**src/hw/rtl/pbwt_pkg.sv**
```systemverilog
// ----------------------------------------------------------------------------
// pbwt_pkg
// Shared types and codes for the protobuf wire-format tokenizer
// ----------------------------------------------------------------------------
package pbwt_pkg;

    // decoder phase
    typedef enum logic [2:0] {
        PH_TAG     = 3'd0,
        PH_VARINT  = 3'd1,
        PH_F32     = 3'd2,
        PH_F64     = 3'd3,
        PH_LEN     = 3'd4,
        PH_PAYLOAD = 3'd5,
        PH_DROP    = 3'd6
    } phase_t;

    // token kinds
    localparam logic [2:0] TK_TAG    = 3'd0;
    localparam logic [2:0] TK_VARINT = 3'd1;
    localparam logic [2:0] TK_F32    = 3'd2;
    localparam logic [2:0] TK_F64    = 3'd3;
    localparam logic [2:0] TK_LEN    = 3'd4;
    localparam logic [2:0] TK_BYTE   = 3'd5;
    localparam logic [2:0] TK_ERR    = 3'd6;

    // error codes
    localparam logic [2:0] ERR_TRUNC_VARINT = 3'd0;
    localparam logic [2:0] ERR_VARINT_LONG  = 3'd1;
    localparam logic [2:0] ERR_PAST_END     = 3'd2;
    localparam logic [2:0] ERR_TRUNC_F32    = 3'd3;
    localparam logic [2:0] ERR_TRUNC_F64    = 3'd4;
    localparam logic [2:0] ERR_BAD_WIRE     = 3'd5;
    localparam logic [2:0] ERR_NONE         = 3'd0;

    // wire types
    localparam logic [2:0] WT_VARINT = 3'd0;
    localparam logic [2:0] WT_I64    = 3'd1;
    localparam logic [2:0] WT_LEN    = 3'd2;
    localparam logic [2:0] WT_I32    = 3'd5;

    // varint limits
    localparam logic [3:0] VARINT_LAST_IDX = 4'd9;
    localparam logic [6:0] VARINT_MAX_SHIFT = 7'd63;
    localparam logic [3:0] F32_BYTES = 4'd4;
    localparam logic [3:0] F64_BYTES = 4'd8;

endpackage

```
**src/hw/rtl/protobuf_wire_tokenizer_top.sv**
```systemverilog
// ----------------------------------------------------------------------------
// protobuf_wire_tokenizer_top
// Streaming protocol buffers wire-format tokenizer, one message byte per word
// ----------------------------------------------------------------------------
// Takes an encoded message one byte per word, with end_of_message on the final
// byte, and gives at most one token per byte: tag, varint, fixed32, fixed64,
// length, payload byte or error. A byte is taken every clock cycle; the token
// it causes appears on the m_ side in the following cycle, held in a single
// output register. s_ready is low only while that register holds a token that
// m_ready does not take, so the one-byte-per-cycle rate is set by the output
// register and its drain. After an error the rest of the message is dropped
// silently up to and including its final byte.
// ----------------------------------------------------------------------------
module protobuf_wire_tokenizer_top (
    input  logic        aclk,
    input  logic        aresetn,

    input  logic        s_valid,
    output logic        s_ready,
    input  logic [7:0]  s_data_byte,
    input  logic        s_end_of_message,

    output logic        m_valid,
    input  logic        m_ready,
    output logic [2:0]  m_token_kind,
    output logic [31:0] m_field_number,
    output logic [2:0]  m_wire_type,
    output logic [63:0] m_token_value,
    output logic [2:0]  m_error_code,
    output logic        m_last_of_message
);

    // decoder state
    pbwt_pkg::phase_t phase_reg, phase_next;
    logic [63:0] acc_reg, acc_next;
    logic [3:0]  count_reg, count_next;
    logic [63:0] remain_reg, remain_next;
    logic [31:0] field_reg, field_next;
    logic [2:0]  wire_reg, wire_next;

    // output register
    logic        out_valid_reg, out_valid_next;
    logic [2:0]  kind_reg, kind_next;
    logic [31:0] ofield_reg, ofield_next;
    logic [2:0]  owire_reg, owire_next;
    logic [63:0] value_reg, value_next;
    logic [2:0]  err_reg, err_next;
    logic        last_reg, last_next;

    logic        accept;
    logic        last_in;

    // per-byte helpers
    logic [6:0]  vshift;
    logic [63:0] vacc;
    logic        vdone;
    logic        vlong;
    logic [63:0] facc;
    logic [3:0]  count_inc;
    logic [63:0] remain_dec;

    // result of the byte decode
    logic        emit;
    logic [2:0]  emit_kind;
    logic [63:0] emit_value;
    logic        fail;
    logic [2:0]  fail_code;
    logic        go_tag;

    assign accept  = s_valid && s_ready;
    assign s_ready = !out_valid_reg || m_ready;
    assign last_in = s_end_of_message;

    // varint byte: 7 payload bits at 7*count, bits above 63 dropped
    assign vshift = 7'(count_reg) * 7'd7;
    assign vacc   = acc_reg | ((vshift <= pbwt_pkg::VARINT_MAX_SHIFT)
                    ? ({57'd0, s_data_byte[6:0]} << vshift[5:0]) : 64'd0);
    assign vdone  = !s_data_byte[7];
    assign vlong  = s_data_byte[7] && (count_reg >= pbwt_pkg::VARINT_LAST_IDX);

    // fixed byte: little-endian placement
    assign facc       = acc_reg | ({56'd0, s_data_byte} << {count_reg[2:0], 3'b000});
    assign count_inc  = count_reg + 4'd1;
    assign remain_dec = remain_reg - 64'd1;

    always_comb begin
        phase_next  = phase_reg;
        acc_next    = acc_reg;
        count_next  = count_reg;
        remain_next = remain_reg;
        field_next  = field_reg;
        wire_next   = wire_reg;
        emit        = 1'b0;
        emit_kind   = pbwt_pkg::TK_TAG;
        emit_value  = 64'd0;
        fail        = 1'b0;
        fail_code   = pbwt_pkg::ERR_NONE;
        go_tag      = 1'b0;

        case (phase_reg)
            pbwt_pkg::PH_TAG, pbwt_pkg::PH_VARINT, pbwt_pkg::PH_LEN: begin
                acc_next = vacc;
                if (vlong) begin
                    fail      = 1'b1;
                    fail_code = pbwt_pkg::ERR_VARINT_LONG;
                end else if (!vdone) begin
                    count_next = count_inc;
                    if (last_in) begin
                        fail      = 1'b1;
                        fail_code = pbwt_pkg::ERR_TRUNC_VARINT;
                    end
                end else if (phase_reg == pbwt_pkg::PH_TAG) begin
                    // tag complete: latch field and wire type
                    field_next = vacc[34:3];
                    wire_next  = vacc[2:0];
                    acc_next   = 64'd0;
                    count_next = 4'd0;
                    if (!(vacc[2:0] inside {pbwt_pkg::WT_VARINT, pbwt_pkg::WT_I64,
                                             pbwt_pkg::WT_LEN, pbwt_pkg::WT_I32})) begin
                        fail      = 1'b1;
                        fail_code = pbwt_pkg::ERR_BAD_WIRE;
                    end else if (last_in) begin
                        // tag on final byte: truncation of what should follow
                        fail = 1'b1;
                        case (vacc[2:0])
                            pbwt_pkg::WT_I64: fail_code = pbwt_pkg::ERR_TRUNC_F64;
                            pbwt_pkg::WT_I32: fail_code = pbwt_pkg::ERR_TRUNC_F32;
                            default:          fail_code = pbwt_pkg::ERR_TRUNC_VARINT;
                        endcase
                    end else begin
                        emit       = 1'b1;
                        emit_kind  = pbwt_pkg::TK_TAG;
                        emit_value = vacc;
                        case (vacc[2:0])
                            pbwt_pkg::WT_VARINT: phase_next = pbwt_pkg::PH_VARINT;
                            pbwt_pkg::WT_I64:    phase_next = pbwt_pkg::PH_F64;
                            pbwt_pkg::WT_I32:    phase_next = pbwt_pkg::PH_F32;
                            default:             phase_next = pbwt_pkg::PH_LEN;
                        endcase
                    end
                end else if (phase_reg == pbwt_pkg::PH_VARINT) begin
                    emit       = 1'b1;
                    emit_kind  = pbwt_pkg::TK_VARINT;
                    emit_value = vacc;
                    go_tag     = 1'b1;
                end else if ((vacc != 64'd0) && last_in) begin
                    fail      = 1'b1;
                    fail_code = pbwt_pkg::ERR_PAST_END;
                end else begin
                    emit       = 1'b1;
                    emit_kind  = pbwt_pkg::TK_LEN;
                    emit_value = vacc;
                    if (vacc == 64'd0) begin
                        go_tag = 1'b1;
                    end else begin
                        acc_next    = 64'd0;
                        count_next  = 4'd0;
                        remain_next = vacc;
                        phase_next  = pbwt_pkg::PH_PAYLOAD;
                    end
                end
            end
            pbwt_pkg::PH_F32, pbwt_pkg::PH_F64: begin
                acc_next   = facc;
                count_next = count_inc;
                if (count_inc >= ((phase_reg == pbwt_pkg::PH_F32)
                                  ? pbwt_pkg::F32_BYTES : pbwt_pkg::F64_BYTES)) begin
                    emit       = 1'b1;
                    emit_kind  = (phase_reg == pbwt_pkg::PH_F32)
                                 ? pbwt_pkg::TK_F32 : pbwt_pkg::TK_F64;
                    emit_value = facc;
                    go_tag     = 1'b1;
                end else if (last_in) begin
                    fail      = 1'b1;
                    fail_code = (phase_reg == pbwt_pkg::PH_F32)
                                ? pbwt_pkg::ERR_TRUNC_F32 : pbwt_pkg::ERR_TRUNC_F64;
                end
            end
            pbwt_pkg::PH_PAYLOAD: begin
                if ((remain_reg > 64'd1) && last_in) begin
                    fail      = 1'b1;
                    fail_code = pbwt_pkg::ERR_PAST_END;
                end else begin
                    emit        = 1'b1;
                    emit_kind   = pbwt_pkg::TK_BYTE;
                    emit_value  = {56'd0, s_data_byte};
                    remain_next = remain_dec;
                    if (remain_dec == 64'd0) begin
                        go_tag = 1'b1;
                    end
                end
            end
            pbwt_pkg::PH_DROP: begin
                if (last_in) begin
                    go_tag = 1'b1;
                end
            end
            default: begin
                go_tag = 1'b1;
            end
        endcase

        // error token replaces anything else; rest of message is dropped
        if (fail) begin
            emit       = 1'b1;
            emit_kind  = pbwt_pkg::TK_ERR;
            emit_value = 64'd0;
            if (last_in) begin
                go_tag = 1'b1;
            end else begin
                phase_next = pbwt_pkg::PH_DROP;
            end
        end

        // token fields carry field and wire type as left by this byte
        ofield_next = field_next;
        owire_next  = wire_next;
        kind_next   = emit_kind;
        value_next  = emit_value;
        err_next    = fail ? fail_code : pbwt_pkg::ERR_NONE;
        // a tag token never ends the message
        last_next   = last_in && !(emit_kind == pbwt_pkg::TK_TAG);

        if (go_tag) begin
            phase_next  = pbwt_pkg::PH_TAG;
            acc_next    = 64'd0;
            count_next  = 4'd0;
            remain_next = 64'd0;
            field_next  = 32'd0;
            wire_next   = 3'd0;
        end

        // output register: load on an emitting byte, else drain
        if (accept) begin
            out_valid_next = emit;
        end else if (m_ready) begin
            out_valid_next = 1'b0;
        end else begin
            out_valid_next = out_valid_reg;
        end
    end

    // state and output valid
    always_ff @(posedge aclk) begin
        if (!aresetn) begin
            phase_reg     <= pbwt_pkg::PH_TAG;
            acc_reg       <= 64'd0;
            count_reg     <= 4'd0;
            remain_reg    <= 64'd0;
            field_reg     <= 32'd0;
            wire_reg      <= 3'd0;
            out_valid_reg <= 1'b0;
        end else begin
            out_valid_reg <= out_valid_next;
            if (accept) begin
                phase_reg  <= phase_next;
                acc_reg    <= acc_next;
                count_reg  <= count_next;
                remain_reg <= remain_next;
                field_reg  <= field_next;
                wire_reg   <= wire_next;
            end
        end
    end

    // token payload, no reset needed
    always_ff @(posedge aclk) begin
        if (accept && emit) begin
            kind_reg   <= kind_next;
            ofield_reg <= ofield_next;
            owire_reg  <= owire_next;
            value_reg  <= value_next;
            err_reg    <= err_next;
            last_reg   <= last_next;
        end
    end

    assign m_valid           = out_valid_reg;
    assign m_token_kind      = kind_reg;
    assign m_field_number    = ofield_reg;
    assign m_wire_type       = owire_reg;
    assign m_token_value     = value_reg;
    assign m_error_code      = err_reg;
    assign m_last_of_message = last_reg;

endmodule

```
**config.mk**
```make
export PLATFORM = sky130hd
export DESIGN_NAME = protobuf_wire_tokenizer_top
export DESIGN_NICKNAME = d
export VERILOG_FILES = /design/src/hw/rtl/pbwt_pkg.sv /design/src/hw/rtl/protobuf_wire_tokenizer_top.sv
export SDC_FILE = /design/constraint.sdc
export NUM_CORES = 1
export LEC_CHECK = 0
export ABC_AREA = 1
export BUFFER_PORTS_ARGS = -buffer_cell sky130_fd_sc_hd__buf_2
export CORE_MARGIN = 4
export CORE_UTILIZATION = 35
export CTS_CLUSTER_DIAMETER = 200
export DETAILED_ROUTE_END_ITERATION = 12
export GPL_ROUTABILITY_DRIVEN = 0
export HOLD_SLACK_MARGIN = 0.06
export PLACE_DENSITY_LB_ADDON = 0.08
export SKIP_LAST_GASP = 1
export SLEW_MARGIN = 20
export SYNTH_ARGS = -nofsm -noshare
export SYNTH_HDL_FRONTEND = slang
export SYNTH_SLANG_ARGS = --single-unit
```
**constraint.sdc**
```tcl
create_clock -name aclk -period 7.2 [get_ports aclk]
set_input_delay 1.44 -clock aclk [delete_from_list [all_inputs] [get_ports aclk]]
set_output_delay 1.44 -clock aclk [all_outputs]
set_load 0.05 [all_outputs]
```
# Word level (Yosys, flattened, before mapping)
# Index checks and enable logic that the tools add are counted.
classes:
  eq_ne: 19
  mul: 1
  magnitude_cmp: 4
  shift: 2
  n_addsub: 2
  muxes: 117
  bitwise: 2
  n_reduce_logical: 24
op_table:
  columns: ["operator", "n"]
  rows:
  - ["$mux 64", 24]
  - ["$pmux 64 s2", 2]
  - ["$pmux 64 s3", 1]
  - ["$mux 32", 5]
  - ["$logic_not 64->1", 2]
  - ["$or 64x64->64", 2]
  - ["$mux 3", 32]
  - ["$gt 64x1->1 const B", 1]
  - ["$reduce_bool 64->1", 1]
  - ["$shl 7x6->64", 1]
  - ["$shl 8x6->64", 1]
  - ["$sub 64x1->64 const B", 1]
  - ["$mux 1", 32]
  - ["$mux 4", 8]
  - ["$pmux 3 s3", 3]
  - ["$ne 3x3->1 const B", 7]
  - ["$ne 5x5->1 const B", 3]
  - ["$eq 3x3->1 const B", 4]
  - ["$eq 3x2->1 const B", 3]
  - ["$logic_not 3->1", 3]
  - ["$reduce_and 9->1", 1]
  - ["$mux 2", 4]
  - ["$mux 8", 1]
  - ["$pmux 4 s2", 1]
  - ["19 further kinds", 28]
word_totals:
  regBits: 277
  wordCells: 184

# Longest topological paths before layout
logic_depth:
  depth_word: 16
  mapped_depth: 34

# Least setup slack after synthesis
# OpenSTA, ideal clock, no wires.
synth_timing:
  kind: "reg2reg"
  startpoint: "reg count_reg[2]"
  endpoint: "reg err_reg[0], in the netlist m_error_code[0], enable pin"
  stages_incl_launch_ff: 22
  required_ns: 6.741
  t_arrival_ns: 5.915
  synth_period_minus_slack_ns: 6.375
  setup_ns: 0.459
  path_buffers: 2
  path_slack_ns: 0.825
  cell_sequence: "dfxtp_1 -> fa_1 -> ha_1 -> fa_1 -> clkinv_1 -> clkbuf_1 -> nand4_1 -> nor2_1 -> nor2_1 -> nand4_1 -> nor2_1 -> nand2_1 -> nor2_2 -> nand2_4 -> nand3_4 -> nand2_2 -> nor2_2 -> inv_1 -> clkbuf_1 -> nand4_1 -> nand2_1 -> inv_1"
synth_via:
  elab_chain_len: 14
  word_cells_on_any_way: 34
synth_rtl:
  columns: ["item", "line_no", "text"]
  rows:
  - ["start, declared", "protobuf_wire_tokenizer_top.sv:36", "logic [3:0] count_reg, count_next;"]
  - ["start signal, assigned", "protobuf_wire_tokenizer_top.sv:258", "count_reg <= count_next;"]
  - ["$mul 4x3->7", "protobuf_wire_tokenizer_top.sv:75", "assign vshift = 7'(count_reg) * 7'd7;"]
  - ["$le 7x6->1 / $shl 7x6->64 (equally long branches)", "protobuf_wire_tokenizer_top.sv:76, protobuf_wire_tokenizer_top.sv:77", null]
  - ["$mux 64", "protobuf_wire_tokenizer_top.sv:77", "? ({57'd0, s_data_byte[6:0]} << vshift[5:0]) : 64'd0);"]
  - ["$or 64x64->64", "protobuf_wire_tokenizer_top.sv:76", "assign vacc = acc_reg | ((vshift <= pbwt_pkg::VARINT_MAX_SHIFT)"]
  - ["$reduce_bool 64->1", "protobuf_wire_tokenizer_top.sv:146", "end else if ((vacc != 64'd0) && last_in) begin"]
  - ["$logic_and 1x1->1", "protobuf_wire_tokenizer_top.sv:146", null]
  - ["$mux 1", "protobuf_wire_tokenizer_top.sv:146", null]
  - ["$mux 1", "protobuf_wire_tokenizer_top.sv:141", "end else if (phase_reg == pbwt_pkg::PH_VARINT) begin"]
  - ["$mux 1", "protobuf_wire_tokenizer_top.sv:112", "end else if (phase_reg == pbwt_pkg::PH_TAG) begin"]
  - ["$mux 1", "protobuf_wire_tokenizer_top.sv:106", "end else if (!vdone) begin"]
  - ["$mux 1", "protobuf_wire_tokenizer_top.sv:103", "if (vlong) begin"]
  - ["$pmux 1 s3", "protobuf_wire_tokenizer_top.sv:100", "case (phase_reg)"]
  - ["$mux 1 (*)", "protobuf_wire_tokenizer_top.sv:204", "if (fail) begin"]
  - ["$logic_and 1x1->1 (*)", "protobuf_wire_tokenizer_top.sv:268", "if (accept && emit) begin"]
  - ["end signal, assigned", "protobuf_wire_tokenizer_top.sv:273", "err_reg <= err_next;"]
  - ["end, declared", "protobuf_wire_tokenizer_top.sv:47", "logic [2:0] err_reg, err_next;"]
# Every way passes the cells marked *; elsewhere a longest branch is shown, timed or not.
# A chain may end at the register's enable or synchronous reset.

# Final worst setup path
layout_timing:
  startpoint: "reg count_reg[0]"
  endpoint: "reg value_reg[34], in the netlist m_token_value[34], data pin"
layout_via:
  elab_chain_len: 12
  word_cells_on_any_way: 35
layout_rtl:
  columns: ["item", "line_no", "text"]
  rows:
  - ["$mul 4x3->7", "protobuf_wire_tokenizer_top.sv:75", null]
  - ["$le 7x6->1 / $shl 7x6->64 (equally long branches)", "protobuf_wire_tokenizer_top.sv:76, protobuf_wire_tokenizer_top.sv:77", null]
  - ["$mux 64", "protobuf_wire_tokenizer_top.sv:77", null]
  - ["$or 64x64->64", "protobuf_wire_tokenizer_top.sv:76", null]
  - ["$reduce_bool 64->1", "protobuf_wire_tokenizer_top.sv:146", null]
  - ["$logic_and 1x1->1", "protobuf_wire_tokenizer_top.sv:146", null]
  - ["$mux 64 / $mux 1 (equally long branches)", "protobuf_wire_tokenizer_top.sv:146", null]
  - ["$mux 64 / $mux 1 (equally long branches)", "protobuf_wire_tokenizer_top.sv:141", null]
  - ["$mux 64 / $mux 1 (equally long branches)", "protobuf_wire_tokenizer_top.sv:112", null]
  - ["$mux 64 / $mux 1 (equally long branches)", "protobuf_wire_tokenizer_top.sv:106", null]
  - ["$mux 64 / $mux 1 (equally long branches)", "protobuf_wire_tokenizer_top.sv:103", null]
  - ["$pmux 64 s3 / $pmux 1 s3 (equally long branches)", "protobuf_wire_tokenizer_top.sv:100", null]
  - ["end signal, assigned", "protobuf_wire_tokenizer_top.sv:272", "value_reg <= value_next;"]
  - ["end, declared", "protobuf_wire_tokenizer_top.sv:46", "logic [63:0] value_reg, value_next;"]
# Several ways; a longest one is shown, not always the timed one.

==> run summary <==
PostCTS Resize Cnt = 0
Row count = 81
First-pass GRT wire length = 108000 µm
Gr usage total = 26.2%
Number of enable flip-flop cells after synthesis = 106
Final instance area = 19700 µm²
Hold path depth = 2
Via count = 18113
FMAX = 159 MHz
Post-DRT Antenna Nets = 0
Die area = 53500 µm²
Worst r2r path cells = 19
Cell Pwr Density = 409 nW/µm²
Router iterations before antenna repair = 8
H-tree levels = 1
Placed cell areas = 18600 µm²
Final setup violation count = 0
Synthesized instance count = 2617
Crit start category = register
Net Sw Power = 0.00405 W
Std-Cell Core Area = 49100 µm²
Synth async-reset ratio = 0%
Worst-path clk slew = 70 ps
Fraction of layout cells with a size suffix above 1 = 9.83%
Synth warn = 0
DRC = 0
Area Growth Syn to Fin = 12.7%
Switching share of power = 50.4%
Setup Skew = 20.1 ps
Top FF cell, synth = dfxtp_1
Setup repair bufs after CTS = 0
Num CTS Buffers = 31
Diode count = 0
Post-Layout Cell Count = 3349
Combinational share of power = 53.1%
Clk network pwr share = 21.5%
Die H = 231 µm
Initial DRC Count = 2179
Final worst-path cycle share = 87.1%
Crit path max fanout = 46
Synth Net Count = 2651
RSZ-0062 raised after global routing = false
Die Wd = 231 µm
P_int = 0.00399 W
Hold Path Class = reg -> reg
Seq pwr share = 25.4%
Reg2Reg Setup Slack = 930 ps
Root Buffer = clkbuf_16
Placed wire-length estimate = 52400 µm
GR Overflow Total = 0
Worst-Margin Slew = 1000 ps
Fin Setup TNS = 0 ps
Status = finished clean
Worst path required time = 7490 ps
Initial antenna violation count = 1
Vias in the first global route = 16617
Starting Density = 35.6%
Max-slew violation count = 0
Leak = 8.39 nW
Vias per std cell = 5.41
Number of synthesized register bits = 277
Synth Cell Area = 17400 µm²
CP arrival = 6560 ps
Tmin final = 6270 ps
Largest net degree at the start of global routing = 89
Post-synthesis sequential area ratio = 37.9%
Drt wl/cell = 21.7 µm
Io pins = 121
Worst Hold End = field_reg[29]
Max transition margin = 32.5%
Clk_lat worst skew = 610 ps
Hold_sp = field_reg[29]
Clk sink count = 277
Drt total wl = 72600 µm
Util after Layout = 40.1%
DP Cell Count = 3291
Max Cap Violations = 0
Clock buffer depth = 3
Syn_area_per_cell = 6.66 µm²
CP endpoint kind = register
Nets = 2694
Max IR drop VDD = 239 µV
Reg-to-reg endpoint = m_token_value[34]
Reg-to-Reg Start = count_reg[0]
Final Hold Fails = 0
TritonCTS clock tree = yes
Kind of critical path = reg -> reg
Synth unique cells = 51
IO buf count = 120
Hold buffers post-CTS = 0
==> layout by cell type (no fill, tap or decap), types with 5 or more instances in the layout <==
cell and instances:
clkbuf_1 8, nand2_2 7, nand3b_1 5, o211ai_1 7, inv_2 9, edfxtp_1 106, nor2_1 326, buf_2 120
inv_1 181, nand4_1 32, ha_1 17, clkinv_1 6, dfxtp_1 171, buf_4 32, nand3_1 219, clkinv_2 5
buf_12 7, clkbuf_8 5, o21ai_1 37, nor3_1 21, nor2_2 13, nand2_1 773, a22oi_1 14, o21ai_0 237
xor2_1 39, a31oi_1 7, clkbuf_16 33, nor4_1 7, xnor2_1 21, a21oi_1 169
==> per-stage QoR <==
step	hold WS (ps)	setup slack, ps	total power (W)
after floorplan	439	825	0.00493
after global placement	451	1170	0.00626
after detailed placement	457	1160	0.00625
after CTS	466	1120	0.00800
after global routing	482	516	0.00849
final	464	926	0.00804
==> cell usage after synthesis (8+ instances only) <==
library cell / n / share of area (%)
o21ai_0: 237 / 6.8
inv_1: 184 / 4.0
buf_6: 8 / 0.52
nor3_1: 22 / 0.63
xnor2_1: 21 / 1.1
nand2_2: 8 / 0.29
inv_2: 9 / 0.19
nand3_1: 220 / 6.3
o21ai_1: 37 / 1.1
a21oi_1: 169 / 4.8
xor2_1: 39 / 2.0
a22oi_1: 14 / 0.60
edfxtp_1: 106 / 18
clkbuf_1: 86 / 1.9
nand2_1: 773 / 17
nor2_1: 328 / 7.1
dfxtp_1: 171 / 20
ha_1: 17 / 1.2
nand4_1: 32 / 1.1
nor2_2: 13 / 0.47
buf_2: 39 / 1.1
==> area by class of cell <==
type	count	area, µm²
timing repair buffer	159	981
sequential	277	6610
clock buffer	46	925
multi-input combinational	1993	9390
fill	5354	29400
inverter	198	752
clock inverter	12	164
tap	664	831
==> power by group through the flow <==
stage                     sequential (W)  clock, W  combinational [W]
final                            0.00204   0.00173            0.00426
after CTS                        0.00204   0.00176            0.00420
after global routing             0.00207   0.00183            0.00460
after detailed placement         0.00207         0            0.00418
after global placement           0.00207         0            0.00419
after floorplan                  0.00255         0            0.00237
==> worst max-delay path, stage by stage, from the launching register on <==
cell and delay (ps):
dfxtp_1 750, fa_1 510, ha_1 240, fa_1 540
buf_4 270, clkinv_1 470, nand4_1 370, nor2_1 80
nor2_1 470, nand4_1 190, nor2_1 190, nand2_1 120
nor2_2 160, nand2_4 100, nand3_4 100, nand2_2 80
nor2_2 110, inv_1 70, buf_4 320, o21ai_0 780
==> routing by layer <==
layer	global-route usage [%]	vias up	share of wire (%)
met5	0	-	0
met1	37.3	8484	44
li1	-	8657	-
met3	3.95	122	8.2
met2	40.4	850	43
met4	9.43	0	4.1
==> cell families (layout without fill, tap and decap cells) <==
kind of cell	count (synthesis)	count (layout)	share of synthesized area, %
fa+ha+maj	21	21	1.68
simple gates	1426	1426	34.3
flops	277	277	37.9
xor+xnor	61	61	3.17
buf+inv	347	415	8.44
compound gates	485	485	14.5
==> worst max-delay path by stage <==
stage	start	endpoint	slack (ps)	depth (start not counted)
finish	count_reg[0]	m_token_value[34]	930	19
global route	count_reg[0]	acc_reg[25]	520	24
CTS	count_reg[0]	acc_reg[21]	1120	24
detailed placement	count_reg[0]	acc_reg[21]	1160	24
global placement	count_reg[0]	acc_reg[34]	1170	24
floorplan	count_reg[2]	m_error_code[0]	830	21
Note: power is estimated with default switching activity, not from simulation.
